$ cat src/rtl/assert_macros.svh
// assertion macros used by the core rtl file
`ifndef ASSERT_MACROS_SVH
`define ASSERT_MACROS_SVH

// property checked at every clock edge outside reset
`define AST_HOLDS(label, prop, msg) \
	label: assert property (@(posedge clk) disable iff (!arst_n) (prop)) else $error(msg);

// consequence checked in the cycle after the trigger
`define AST_NEXT(label, trig, cons, msg) \
	label: assert property (@(posedge clk) disable iff (!arst_n) (trig) |=> (cons)) \
		else $error(msg);

`endif

$ cat src/rtl/e2cd_pkg.sv
// package: constants, microcode types and control store for the epoch to date core
`timescale 1ns / 1ps

package e2cd_pkg;

	localparam int unsigned SecsPerDay  = 86400;
	localparam int unsigned SecsPerHour = 3600;
	localparam int unsigned SecsPerMin  = 60;
	localparam int unsigned DaysPerQuad = 1461;
	localparam int unsigned BaseYear    = 1970;
	localparam logic [31:0] LAST_EPOCH  = 32'd4102444799;

	localparam int PC_W = 4;
	localparam int LC_W = 4;

	// micro-operations of the datapath
	typedef enum logic [2:0] {
		OP_DIV   = 3'd0,  // one restoring division step, divisor shifted by loop count
		OP_SDAY  = 3'd1,  // save day count, clear quotient
		OP_HOUR  = 3'd2,  // store hour, clear quotient
		OP_MIN   = 3'd3,  // store minute and second, reload day count
		OP_QUAD  = 3'd4,  // year from four-year cycles
		OP_YEAR  = 3'd5,  // peel one year or fall through
		OP_MON   = 3'd6,  // peel one month or fall through
		OP_DONE  = 3'd7   // hand result to output register
	} op_t;

	typedef enum logic [1:0] {
		DS_DAY  = 2'd0,
		DS_HOUR = 2'd1,
		DS_MIN  = 2'd2,
		DS_QUAD = 2'd3
	} dsel_t;

	typedef struct packed {
		op_t              op;
		dsel_t            dsel;
		logic [LC_W-1:0]  cnt;
	} uword_t;

	localparam logic [PC_W-1:0] PC_DONE = 4'd10;

	// control store
	function automatic uword_t ucode(input logic [PC_W-1:0] pc);
		uword_t w;
		w = '{op: OP_DONE, dsel: DS_DAY, cnt: 4'd0};
		unique case (pc)
			4'd0:    w = '{op: OP_DIV,  dsel: DS_DAY,  cnt: 4'd15};
			4'd1:    w = '{op: OP_SDAY, dsel: DS_DAY,  cnt: 4'd0};
			4'd2:    w = '{op: OP_DIV,  dsel: DS_HOUR, cnt: 4'd4};
			4'd3:    w = '{op: OP_HOUR, dsel: DS_DAY,  cnt: 4'd0};
			4'd4:    w = '{op: OP_DIV,  dsel: DS_MIN,  cnt: 4'd5};
			4'd5:    w = '{op: OP_MIN,  dsel: DS_DAY,  cnt: 4'd0};
			4'd6:    w = '{op: OP_DIV,  dsel: DS_QUAD, cnt: 4'd5};
			4'd7:    w = '{op: OP_QUAD, dsel: DS_DAY,  cnt: 4'd0};
			4'd8:    w = '{op: OP_YEAR, dsel: DS_DAY,  cnt: 4'd0};
			4'd9:    w = '{op: OP_MON,  dsel: DS_DAY,  cnt: 4'd0};
			default: w = '{op: OP_DONE, dsel: DS_DAY,  cnt: 4'd0};
		endcase
		return w;
	endfunction

	// unshifted divisor for each division phase
	function automatic logic [31:0] divisor(input dsel_t sel);
		logic [31:0] d;
		d = 32'(SecsPerDay);
		unique case (sel)
			DS_DAY:  d = 32'(SecsPerDay);
			DS_HOUR: d = 32'(SecsPerHour);
			DS_MIN:  d = 32'(SecsPerMin);
			DS_QUAD: d = 32'(DaysPerQuad);
			default: d = 32'(SecsPerDay);
		endcase
		return d;
	endfunction

	// days in month, index 0 is january
	function automatic logic [4:0] month_len(input logic [3:0] m, input logic leap);
		logic [4:0] len;
		len = 5'd31;
		case (m)
			4'd1:                      len = leap ? 5'd29 : 5'd28;
			4'd3, 4'd5, 4'd8, 4'd10:   len = 5'd30;
			default:                   len = 5'd31;
		endcase
		return len;
	endfunction

endpackage

$ cat src/rtl/epoch_to_calendar_date_core.sv
// top level: microcoded conversion of epoch seconds to utc calendar date and time
`timescale 1ns / 1ps

// Converts a 32-bit count of seconds since 1970-01-01 00:00:00 UTC into year, month,
// day, hour, minute and second, valid through the end of 2099; larger counts give
// zeros with the range flag (tuser) set. One item is in conversion at a time. A
// microcode program drives a single subtract-and-compare unit: restoring division
// by 86400, 3600, 60 and 1461 (four-year cycles), then one year or one month peeled
// per cycle. The time from acceptance until a result is offered depends on the year and
// month loops; an out-of-range count skips straight to the done step. A finished result
// sits in an output register, and the next item can be accepted in the cycle after the
// previous result is written there.

`include "assert_macros.svh"

module epoch_to_calendar_date_core
	import e2cd_pkg::*;
(
	input  logic        clk,
	input  logic        arst_n,
	input  logic        s_axis_tvalid,
	output logic        s_axis_tready,
	input  logic [31:0] s_axis_tdata,   // epoch_seconds
	output logic        m_axis_tvalid,
	input  logic        m_axis_tready,
	output logic [39:0] m_axis_tdata,   // year[11:0], month, day, hour, minute, second, 2 zero bits
	output logic        m_axis_tuser    // range_error
);

	// sequencer state
	logic              busy_q;
	logic [PC_W-1:0]   pc_q;
	logic [LC_W-1:0]   lc_q;
	logic              err_q;

	// datapath registers
	logic [31:0]       a_q;
	logic [15:0]       q_q;
	logic [15:0]       day_q;
	logic [11:0]       year_q;
	logic [3:0]        mon_q;
	logic [4:0]        hour_q;
	logic [5:0]        minute_q;
	logic [5:0]        second_q;

	// output register
	logic              m_valid_q;
	logic [37:0]       m_data_q;
	logic              m_err_q;

	uword_t            uw;
	uword_t            uw_next;
	uword_t            uw_first;
	logic [31:0]       sub_val;
	logic [32:0]       diff;
	logic              ge;
	logic              leap;
	logic [8:0]        year_len;
	logic [4:0]        mlen;
	logic              out_free;
	logic              out_load;
	logic              s_accept;

	assign uw       = ucode(pc_q);
	assign uw_next  = ucode(pc_q + 4'd1);
	assign uw_first = ucode('0);
	assign s_accept = s_axis_tvalid && s_axis_tready;
	assign out_free = !m_valid_q || m_axis_tready;
	assign out_load = busy_q && (uw.op == OP_DONE) && out_free;

	// shared subtract-and-compare unit
	always_comb begin
		leap     = (year_q[1:0] == 2'b00);
		year_len = leap ? 9'd366 : 9'd365;
		mlen     = month_len(mon_q, leap);
		sub_val  = divisor(uw.dsel) << lc_q;
		case (uw.op)
			OP_YEAR: sub_val = 32'(year_len);
			OP_MON:  sub_val = 32'(mlen);
			default: sub_val = divisor(uw.dsel) << lc_q;
		endcase
		diff = {1'b0, a_q} - {1'b0, sub_val};
		ge   = !diff[32];
	end

	// sequencer and datapath
	always_ff @(posedge clk or negedge arst_n) begin
		if (!arst_n) begin
			busy_q    <= 1'b0;
			pc_q      <= '0;
			lc_q      <= '0;
			err_q     <= 1'b0;
			m_valid_q <= 1'b0;
		end else begin
			if (out_load) begin
				m_valid_q <= 1'b1;
			end else if (m_valid_q && m_axis_tready) begin
				m_valid_q <= 1'b0;
			end
			if (!busy_q) begin
				if (s_accept) begin
					busy_q <= 1'b1;
					a_q    <= s_axis_tdata;
					q_q    <= '0;
					err_q  <= (s_axis_tdata > LAST_EPOCH);
					if (s_axis_tdata > LAST_EPOCH) begin
						pc_q <= PC_DONE;
					end else begin
						pc_q <= '0;
						lc_q <= uw_first.cnt;
					end
				end
			end else begin
				unique case (uw.op)
					OP_DIV: begin
						if (ge) begin
							a_q <= diff[31:0];
						end
						q_q <= {q_q[14:0], ge};
						if (lc_q == '0) begin
							pc_q <= pc_q + 4'd1;
							lc_q <= uw_next.cnt;
						end else begin
							lc_q <= lc_q - 4'd1;
						end
					end
					OP_SDAY: begin
						day_q <= q_q;
						q_q   <= '0;
						pc_q  <= pc_q + 4'd1;
						lc_q  <= uw_next.cnt;
					end
					OP_HOUR: begin
						hour_q <= q_q[4:0];
						q_q    <= '0;
						pc_q   <= pc_q + 4'd1;
						lc_q   <= uw_next.cnt;
					end
					OP_MIN: begin
						minute_q <= q_q[5:0];
						second_q <= a_q[5:0];
						a_q      <= 32'(day_q);
						q_q      <= '0;
						pc_q     <= pc_q + 4'd1;
						lc_q     <= uw_next.cnt;
					end
					OP_QUAD: begin
						year_q <= 12'(BaseYear) + {4'd0, q_q[5:0], 2'b00};
						mon_q  <= '0;
						pc_q   <= pc_q + 4'd1;
						lc_q   <= uw_next.cnt;
					end
					OP_YEAR: begin
						if (ge) begin
							a_q    <= diff[31:0];
							year_q <= year_q + 12'd1;
						end else begin
							pc_q <= pc_q + 4'd1;
							lc_q <= uw_next.cnt;
						end
					end
					OP_MON: begin
						if (ge && mon_q != 4'd11) begin
							a_q   <= diff[31:0];
							mon_q <= mon_q + 4'd1;
						end else begin
							pc_q <= pc_q + 4'd1;
							lc_q <= uw_next.cnt;
						end
					end
					OP_DONE: begin
						if (out_free) begin
							m_err_q   <= err_q;
							busy_q    <= 1'b0;
							if (err_q) begin
								m_data_q <= '0;
							end else begin
								m_data_q <= {second_q, minute_q, hour_q, a_q[4:0] + 5'd1,
									mon_q + 4'd1, year_q};
							end
						end
					end
					default: begin
						busy_q <= 1'b0;
					end
				endcase
			end
		end
	end

	// ports
	assign s_axis_tready = !busy_q;
	assign m_axis_tvalid = m_valid_q;
	assign m_axis_tdata  = {2'b00, m_data_q};
	assign m_axis_tuser  = m_err_q;

	// checks
	`AST_HOLDS(a_err_zero, !(m_axis_tvalid && m_axis_tuser) || (m_axis_tdata == 40'd0),
		"range error with nonzero date")
	`AST_HOLDS(a_month_ok, !(m_axis_tvalid && !m_axis_tuser)
		|| (m_axis_tdata[15:12] != 4'd0 && m_axis_tdata[15:12] <= 4'd12), "month out of range")
	`AST_HOLDS(a_mon_idx, !busy_q || mon_q <= 4'd11 || uw.op == OP_DIV || uw.op == OP_SDAY
		|| uw.op == OP_HOUR || uw.op == OP_MIN || uw.op == OP_QUAD, "month index past december")
	`AST_NEXT(a_busy_after, s_accept, !s_axis_tready, "ready after accept")

endmodule

$ cat config.mk
export PLATFORM = sky130hd
export DESIGN_NAME = epoch_to_calendar_date_core
export DESIGN_NICKNAME = d
export VERILOG_FILES = /design/src/rtl/e2cd_pkg.sv /design/src/rtl/epoch_to_calendar_date_core.sv
export VERILOG_INCLUDE_DIRS = /design/src /design/src/rtl
export SDC_FILE = /design/constraint.sdc
export NUM_CORES = 1
export LEC_CHECK = 0
export ABC_AREA = 1
export BUFFER_PORTS_ARGS = -buffer_cell sky130_fd_sc_hd__buf_2
export CORE_ASPECT_RATIO = 1.1
export CORE_MARGIN = 3
export CORE_UTILIZATION = 40
export DETAILED_ROUTE_END_ITERATION = 12
export PLACE_DENSITY_LB_ADDON = 0.25
export SLEW_MARGIN = 25
export SYNTH_ARGS = -nofsm -noshare
export SYNTH_HDL_FRONTEND = slang
export SYNTH_SLANG_ARGS = --single-unit
$ cat constraint.sdc
create_clock -name clk -period 4.7 [get_ports clk]
set_input_delay 0.47 -clock clk [delete_from_list [all_inputs] [get_ports clk]]
set_output_delay 0.47 -clock clk [all_outputs]
set_load 0.1 [all_outputs]
# Word level (Yosys, flattened, before mapping)
# Memories as Yosys holds them, arrays and structs flattened.
# Index checks and enable logic that the tools add are counted.
# totals
latchBits	0
n_memories	2
register_bits	147
inputBits	36
ramBits	0
romBits	288
out_inout_bits	43
elab_cells	125
# mem_list
memory	depth	width	read_ports	rd_clocked_by_memory_dff	wr	line_no	source
(name not given)	16	9	1	0	0	e2cd_pkg.sv:47	unique case (pc)
(name not given)	16	9	1	0	0	e2cd_pkg.sv:47	
# classes
bitwise_logic	1
shifts	1
add_sub_neg	7
n_eq_ne	27
order_cmp	1
n_mul	0
reduce_logical	33
div_mod_pow	0
mux	38
# ops
cell	n
$mux 32	5
$pmux 32 s4	1
$pmux 32 s3	1
$pmux 32 s2	1
$mux 4	13
$sub 32x32->33	1
$gt 32x32->1 const B	1
$mux 16	2
$pmux 16 s2	1
$pmux 4 s4	2
$shl 32x4->32	1
$pmux 12 s2	1
$ne 3x3->1 const B	5
$reduce_and 5->1	3
$add 11x8->12 const A	1
$add 12x1->12 const B	1
$eq 3x3->1 const B	4
$mux 12	1
$reduce_and 3->1	4
$reduce_and 4->1	3
$add 4x1->4 const B	2
$eq 4x4->1 const B	2
$pmux 4 s2	1
$reduce_bool 2->1	4
other kinds (28)	47

# Longest topological paths before layout
# An unclocked memory read counts as a cell.
# logic_depth
word_depth	12
ltp_mapped	30
mapped_depth_nobuf	30

# Worst setup path before layout
# No wires, ideal clock.
# synth_path
path_type	reg2reg
startpoint	register pc_q[0]
endpoint	register a_q[0], enable pin
path_buffers	0
arrival_ps	4563
slack_ps	-284
setup_ps	421
stages_incl_launch_ff	28
required_ps	4279
period_less_slack_ps	4984
cell_sequence	dfrtp_1 > inv_1 > ha_1 > inv_1 > nor2_1 > inv_1 > ha_1 > inv_1 > o21ai_0 > nand2_1 > o21ai_0 > nand2_1 > o21ai_0 > nor2_1 > a21oi_1 > ha_1 > nand2_1 > nor2_1 > inv_1 > nor2_1 > nand2_1 > nand2_1 > nand2_1 > nand2_1 > nand2_1 > nand3_1 > nand3_1 > nor2_1
# synth_via
elab_chain_len	11
elab_cells_between_ends	21
classes_between	add/sub: 1; eq/ne: 9; shift: 1; mux: 3; reduce/logical: 6; memory: 1
# synth_rtl
element	line_no	source
start: declaration	epoch_to_calendar_date_core.sv:32	logic [PC_W-1:0] pc_q;
start signal: assignment	epoch_to_calendar_date_core.sv:121	pc_q <= pc_q + 4'd1;
start signal: assignment	epoch_to_calendar_date_core.sv:130	pc_q <= pc_q + 4'd1;
start signal: assignment	epoch_to_calendar_date_core.sv:136	pc_q <= pc_q + 4'd1;
$mem_v2 16x9 (*)	n/a	
$eq 2x2->1 (tied with other cells)	n/a	
$pmux 32 s4	e2cd_pkg.sv:67	unique case (sel)
$mux 32	epoch_to_calendar_date_core.sv:77	case (uw.op)
$shl 32x4->32	epoch_to_calendar_date_core.sv:80	default: sub_val = divisor(uw.dsel) << lc_q;
$pmux 32 s2	epoch_to_calendar_date_core.sv:77	
$sub 32x32->33	epoch_to_calendar_date_core.sv:82	diff = {1'b0, a_q} - {1'b0, sub_val};
$logic_not 1->1	epoch_to_calendar_date_core.sv:83	ge = !diff[32];
$logic_and 1x1->1	epoch_to_calendar_date_core.sv:163	if (ge && mon_q != 4'd11) begin
$ne 3x3->1 (no line)	n/a	
$reduce_and 5->1 (no line) (*)	n/a	
end signal: assignment	epoch_to_calendar_date_core.sv:103	a_q <= s_axis_tdata;
end signal: assignment	epoch_to_calendar_date_core.sv:155	a_q <= diff[31:0];
end signal: assignment	epoch_to_calendar_date_core.sv:164	a_q <= diff[31:0];
end: declaration	epoch_to_calendar_date_core.sv:37	logic [31:0] a_q;
# Every way passes the cells marked *; elsewhere a longest branch is shown, timed or not. The select of a mux whose other input is x is not followed.
# A chain may end at the register's enable or synchronous reset.

# Worst setup path after layout
# layout_path
startpoint	register pc_q[0]
endpoint	register a_q[29] (data pin)
# layout_via
elab_chain_len	10
elab_cells_between_ends	19
classes_between	add/sub: 1; eq/ne: 6; shift: 1; mux: 7; reduce/logical: 3; memory: 1
# layout_rtl
element	line_no	source
$mem_v2 16x9 (*)	n/a	
$eq 2x2->1 (tied with other cells)	n/a	
$pmux 32 s4	e2cd_pkg.sv:67	
$mux 32	epoch_to_calendar_date_core.sv:77	
$shl 32x4->32	epoch_to_calendar_date_core.sv:80	
$pmux 32 s2	epoch_to_calendar_date_core.sv:77	
$sub 32x32->33	epoch_to_calendar_date_core.sv:82	
$mux 32 (on tied branches)	epoch_to_calendar_date_core.sv:163, epoch_to_calendar_date_core.sv:116, epoch_to_calendar_date_core.sv:154	
$pmux 32 s3 (*)	epoch_to_calendar_date_core.sv:114	unique case (uw.op)
$mux 32 (*)	epoch_to_calendar_date_core.sv:100	if (!busy_q) begin
end signal: assignment	epoch_to_calendar_date_core.sv:103	
end signal: assignment	epoch_to_calendar_date_core.sv:117	a_q <= diff[31:0];
end signal: assignment	epoch_to_calendar_date_core.sv:164	
# Marks and branches as above.

==> impl_metrics.ini <==
[clock_tree]
numCtsBuffers = 17
clock-sinks = 147
clock_latency_ps = 440
cts_tree = built
cts_buffer_depth = 2
clkTransAtPathRegs_ps = 70
clockRootBuffer = clkbuf_16
ctsHtreeMaxLevel = 4

[timing]
post-route-period-util_pct = 93.0
max_slew_margin_pct = 51.8
hold_viol = 0
fin_worst_skew_ps = 15.5
fin_crit_ps = 4370
max_freq_mhz = 229
setup_violations = 0
worst_pin_slew_ps = 716
whs_ps = 329
drv_slew = 0
fin_ws_ps = 329

[worst_setup_path]
r2r_slack_ps = 330
arrival_ps = 4560
rr_startpoint = pc_q[0]
worstPathRequired_ps = 4890
start_kind = flip-flop
worstSetupEndpointType = flip-flop
worstReg2RegEnd = a_q[29]
r2r_cells = 22
cp_max_fo = 18
crit_type = flip-flop to flip-flop

[grt]
grt_pass1_vias = 8295
grt_use_total_pct = 20.9
grt_max_degree = 50
gr-total-overflow = 0
grt_first_pass_wirelength_mm = 43.0
antenna_found_initial = 0

[synth]
synth-compound-area-share_pct = 11.5
seq_area_frac_synth_pct = 45.2
ys_types = 48
avgSynthCellArea_um2 = 7.81
synthSimpleGateAreaFrac_pct = 26.8
netlist_instances = 1236
synth_area_um2 = 9650
synthAdderAreaFrac_pct = 7.08
synth_top_family_by_area = simple AND/OR/NAND/NOR gates
synth_xor_area_share_pct = 1.91
synth_mux_area_share_pct = 0.104
ys_ff_latch = 147
synth_warnings = 0

[placed_design]
dp_hpwl_mm = 20.9
dp_slack_ps = 273
dpl.cell_count = 1602
numPortBuffers = 76
place.gp.congestion = 0.926

[min_path]
holdPathEnd = a_q[20]
min_path_cells = 3
hold_class = input port to flip-flop
min-delay-start = s_axis_tdata[20]

[floorplanning]
rows = 59
start_util_pct = 40.7
ios = 79
die_h_um = 169
fp.dieW_um = 154
core-area_um2 = 23700
dieArea_um2 = 26000

[routing]
routed_via_density = 5.10
drc_errors = 0
drt_iter0_markers = 538
vias = 8382
dr.pass1.iters = 6
routedWlPerCell_um = 16.5
finalWirelength_mm = 27.2
ant_nets = 0

[cells_and_area]
fin_cells = 1644
num_antenna_cells = 0
final.fill_count = 2364
final_layout_size_suffix_gt1_share_pct = 12.8
nets = 1416
fin_util_pct = 47.5
area_growth_pct = 16.5

[flow_run]
maxCapViolCount = 0

[outcome]
status = finished clean
[layer usage]
metal  part of all wire (%)  up-vias  wire [um]  global-route usage, %
met5                      0        -          0                      0
met4                    3.6        0        972                   8.06
met2                     49      203      13400                   36.0
met1                     44     3869      12000                   26.8
met3                    3.3       55        888                   2.66
li1                       -     4255          -                      -
[how the worst max path moves through the flow]
stage / startpoint / end / slack [ps] / cells past startpoint
final: pc_q[0] / a_q[29] / 330 / 22
after detailed placement: pc_q[0] / a_q[29] / 270 / 25
after CTS: pc_q[0] / a_q[30] / 260 / 28
after floorplan: pc_q[0] / a_q[0] / 240 / 27
after global placement: pc_q[0] / a_q[29] / 340 / 20
after global routing: pc_q[1] / a_q[9] / -7 / 29
[layout by cell type (no fill, tap or decap), drive strengths merged, types with 6 or more instances in the layout]
cell type  count
a21oi         66
buf           98
clkbuf        19
clkinv         8
dfrtp         11
edfxtp       136
ha            53
inv          156
nand2        337
nand3         57
nand4          6
nor2         199
nor3          13
o21ai         97
o21bai        10
xor2          16
[flip-flops by register name, summed over array words and instances, names as in the netlist, 4 cells and up]
register,cells
m_data_q,38
a_q,32
day_q,16
q_q,16
year_q,12
minute_q,6
second_q,6
hour_q,5
lc_q,4
mon_q,4
pc_q,4
[repair_timing]
action / CTS / global route
hold buffers: 1 / 0
buffers inserted: 0 / 6
gates resized for setup: 0 / 19
hold endpoints to repair: 11 / 0
endpoints found under the setup margin: 0 / 59
[cells by family (layout without fill, tap and decap cells)]
logic type / after synthesis / after routing
AND/OR/NAND/NOR: 630 / 630
AO/OA/AOI/OAI: 200 / 200
buffers and inverters: 182 / 284
flip-flops: 147 / 147
adder cells (fa/ha/maj): 54 / 54
XOR/XNOR: 21 / 21
other: 1 / 2
multiplexers: 1 / 1
[synthesized netlist by cell type, drive strengths merged]
master   number  area, um2
a22oi         5       37.5
clkbuf       17       63.8
mux2i         1       10.0
nor2        199        769
nand2       337       1290
and2          4       25.0
xnor2         5       43.8
a211oi        1       7.51
buf          14       85.1
a31oi         5       31.3
o21a          4       30.0
o22ai         1       6.26
nand3        57        298
o31ai         2       15.0
xor2         16        140
a21oi        66        330
o221ai        2       17.5
o21bai       10       75.1
o21ai        97        493
clkinv        2       7.51
nand4         6       37.5
or2           5       31.3
nand3b        5       37.5
edfxtp      136       4080
ha           53        663
conb          1       3.75
a21o          2       15.0
nor4          4       25.0
dfrtp        11        275
a21boi        1       18.8
o2111ai       1       8.76
inv         149        564
fa            1       20.0
nor3         13       65.1
o211ai        3       22.5
[critical path, cell delays in order, from the launching register on]
cell,delay [ps]
dfrtp_1,390
buf_4,170
ha_1,230
ha_1,220
nor2_4,140
inv_1,140
nand2_2,180
nand2_4,110
nor2_2,120
buf_4,240
inv_1,110
nor2_1,100
a21oi_1,70
ha_1,410
nand2_1,130
nor2_1,210
nand2_1,70
o21ai_0,590
nand3b_1,210
nand2_1,110
nand2_1,50
nand3_1,90
nand2_1,60
[final cells by class]
type	count	area (um2)	area share (%)
Clock inverter	15	215	1.91
Inverter	151	572	5.08
Timing Repair Buffer	101	654	5.82
Sequential cell	147	4360	38.8
Tap cell	305	382	3.39
Clock buffer	17	425	3.78
Multi-Input combinational cell	908	4640	41.2
[metrics by stage]
step	TNS, ps	area, um2
2_1_floorplan	0	9660
3_3_place_gp	0	10400
3_5_place_dp	0	10400
4_1_cts	0	11100
5_1_grt	-14.2	11200
6_report	0	11200
Power is not shown: default switching activity piles up to over one toggle a cycle in this logic, so the estimate is an artifact.
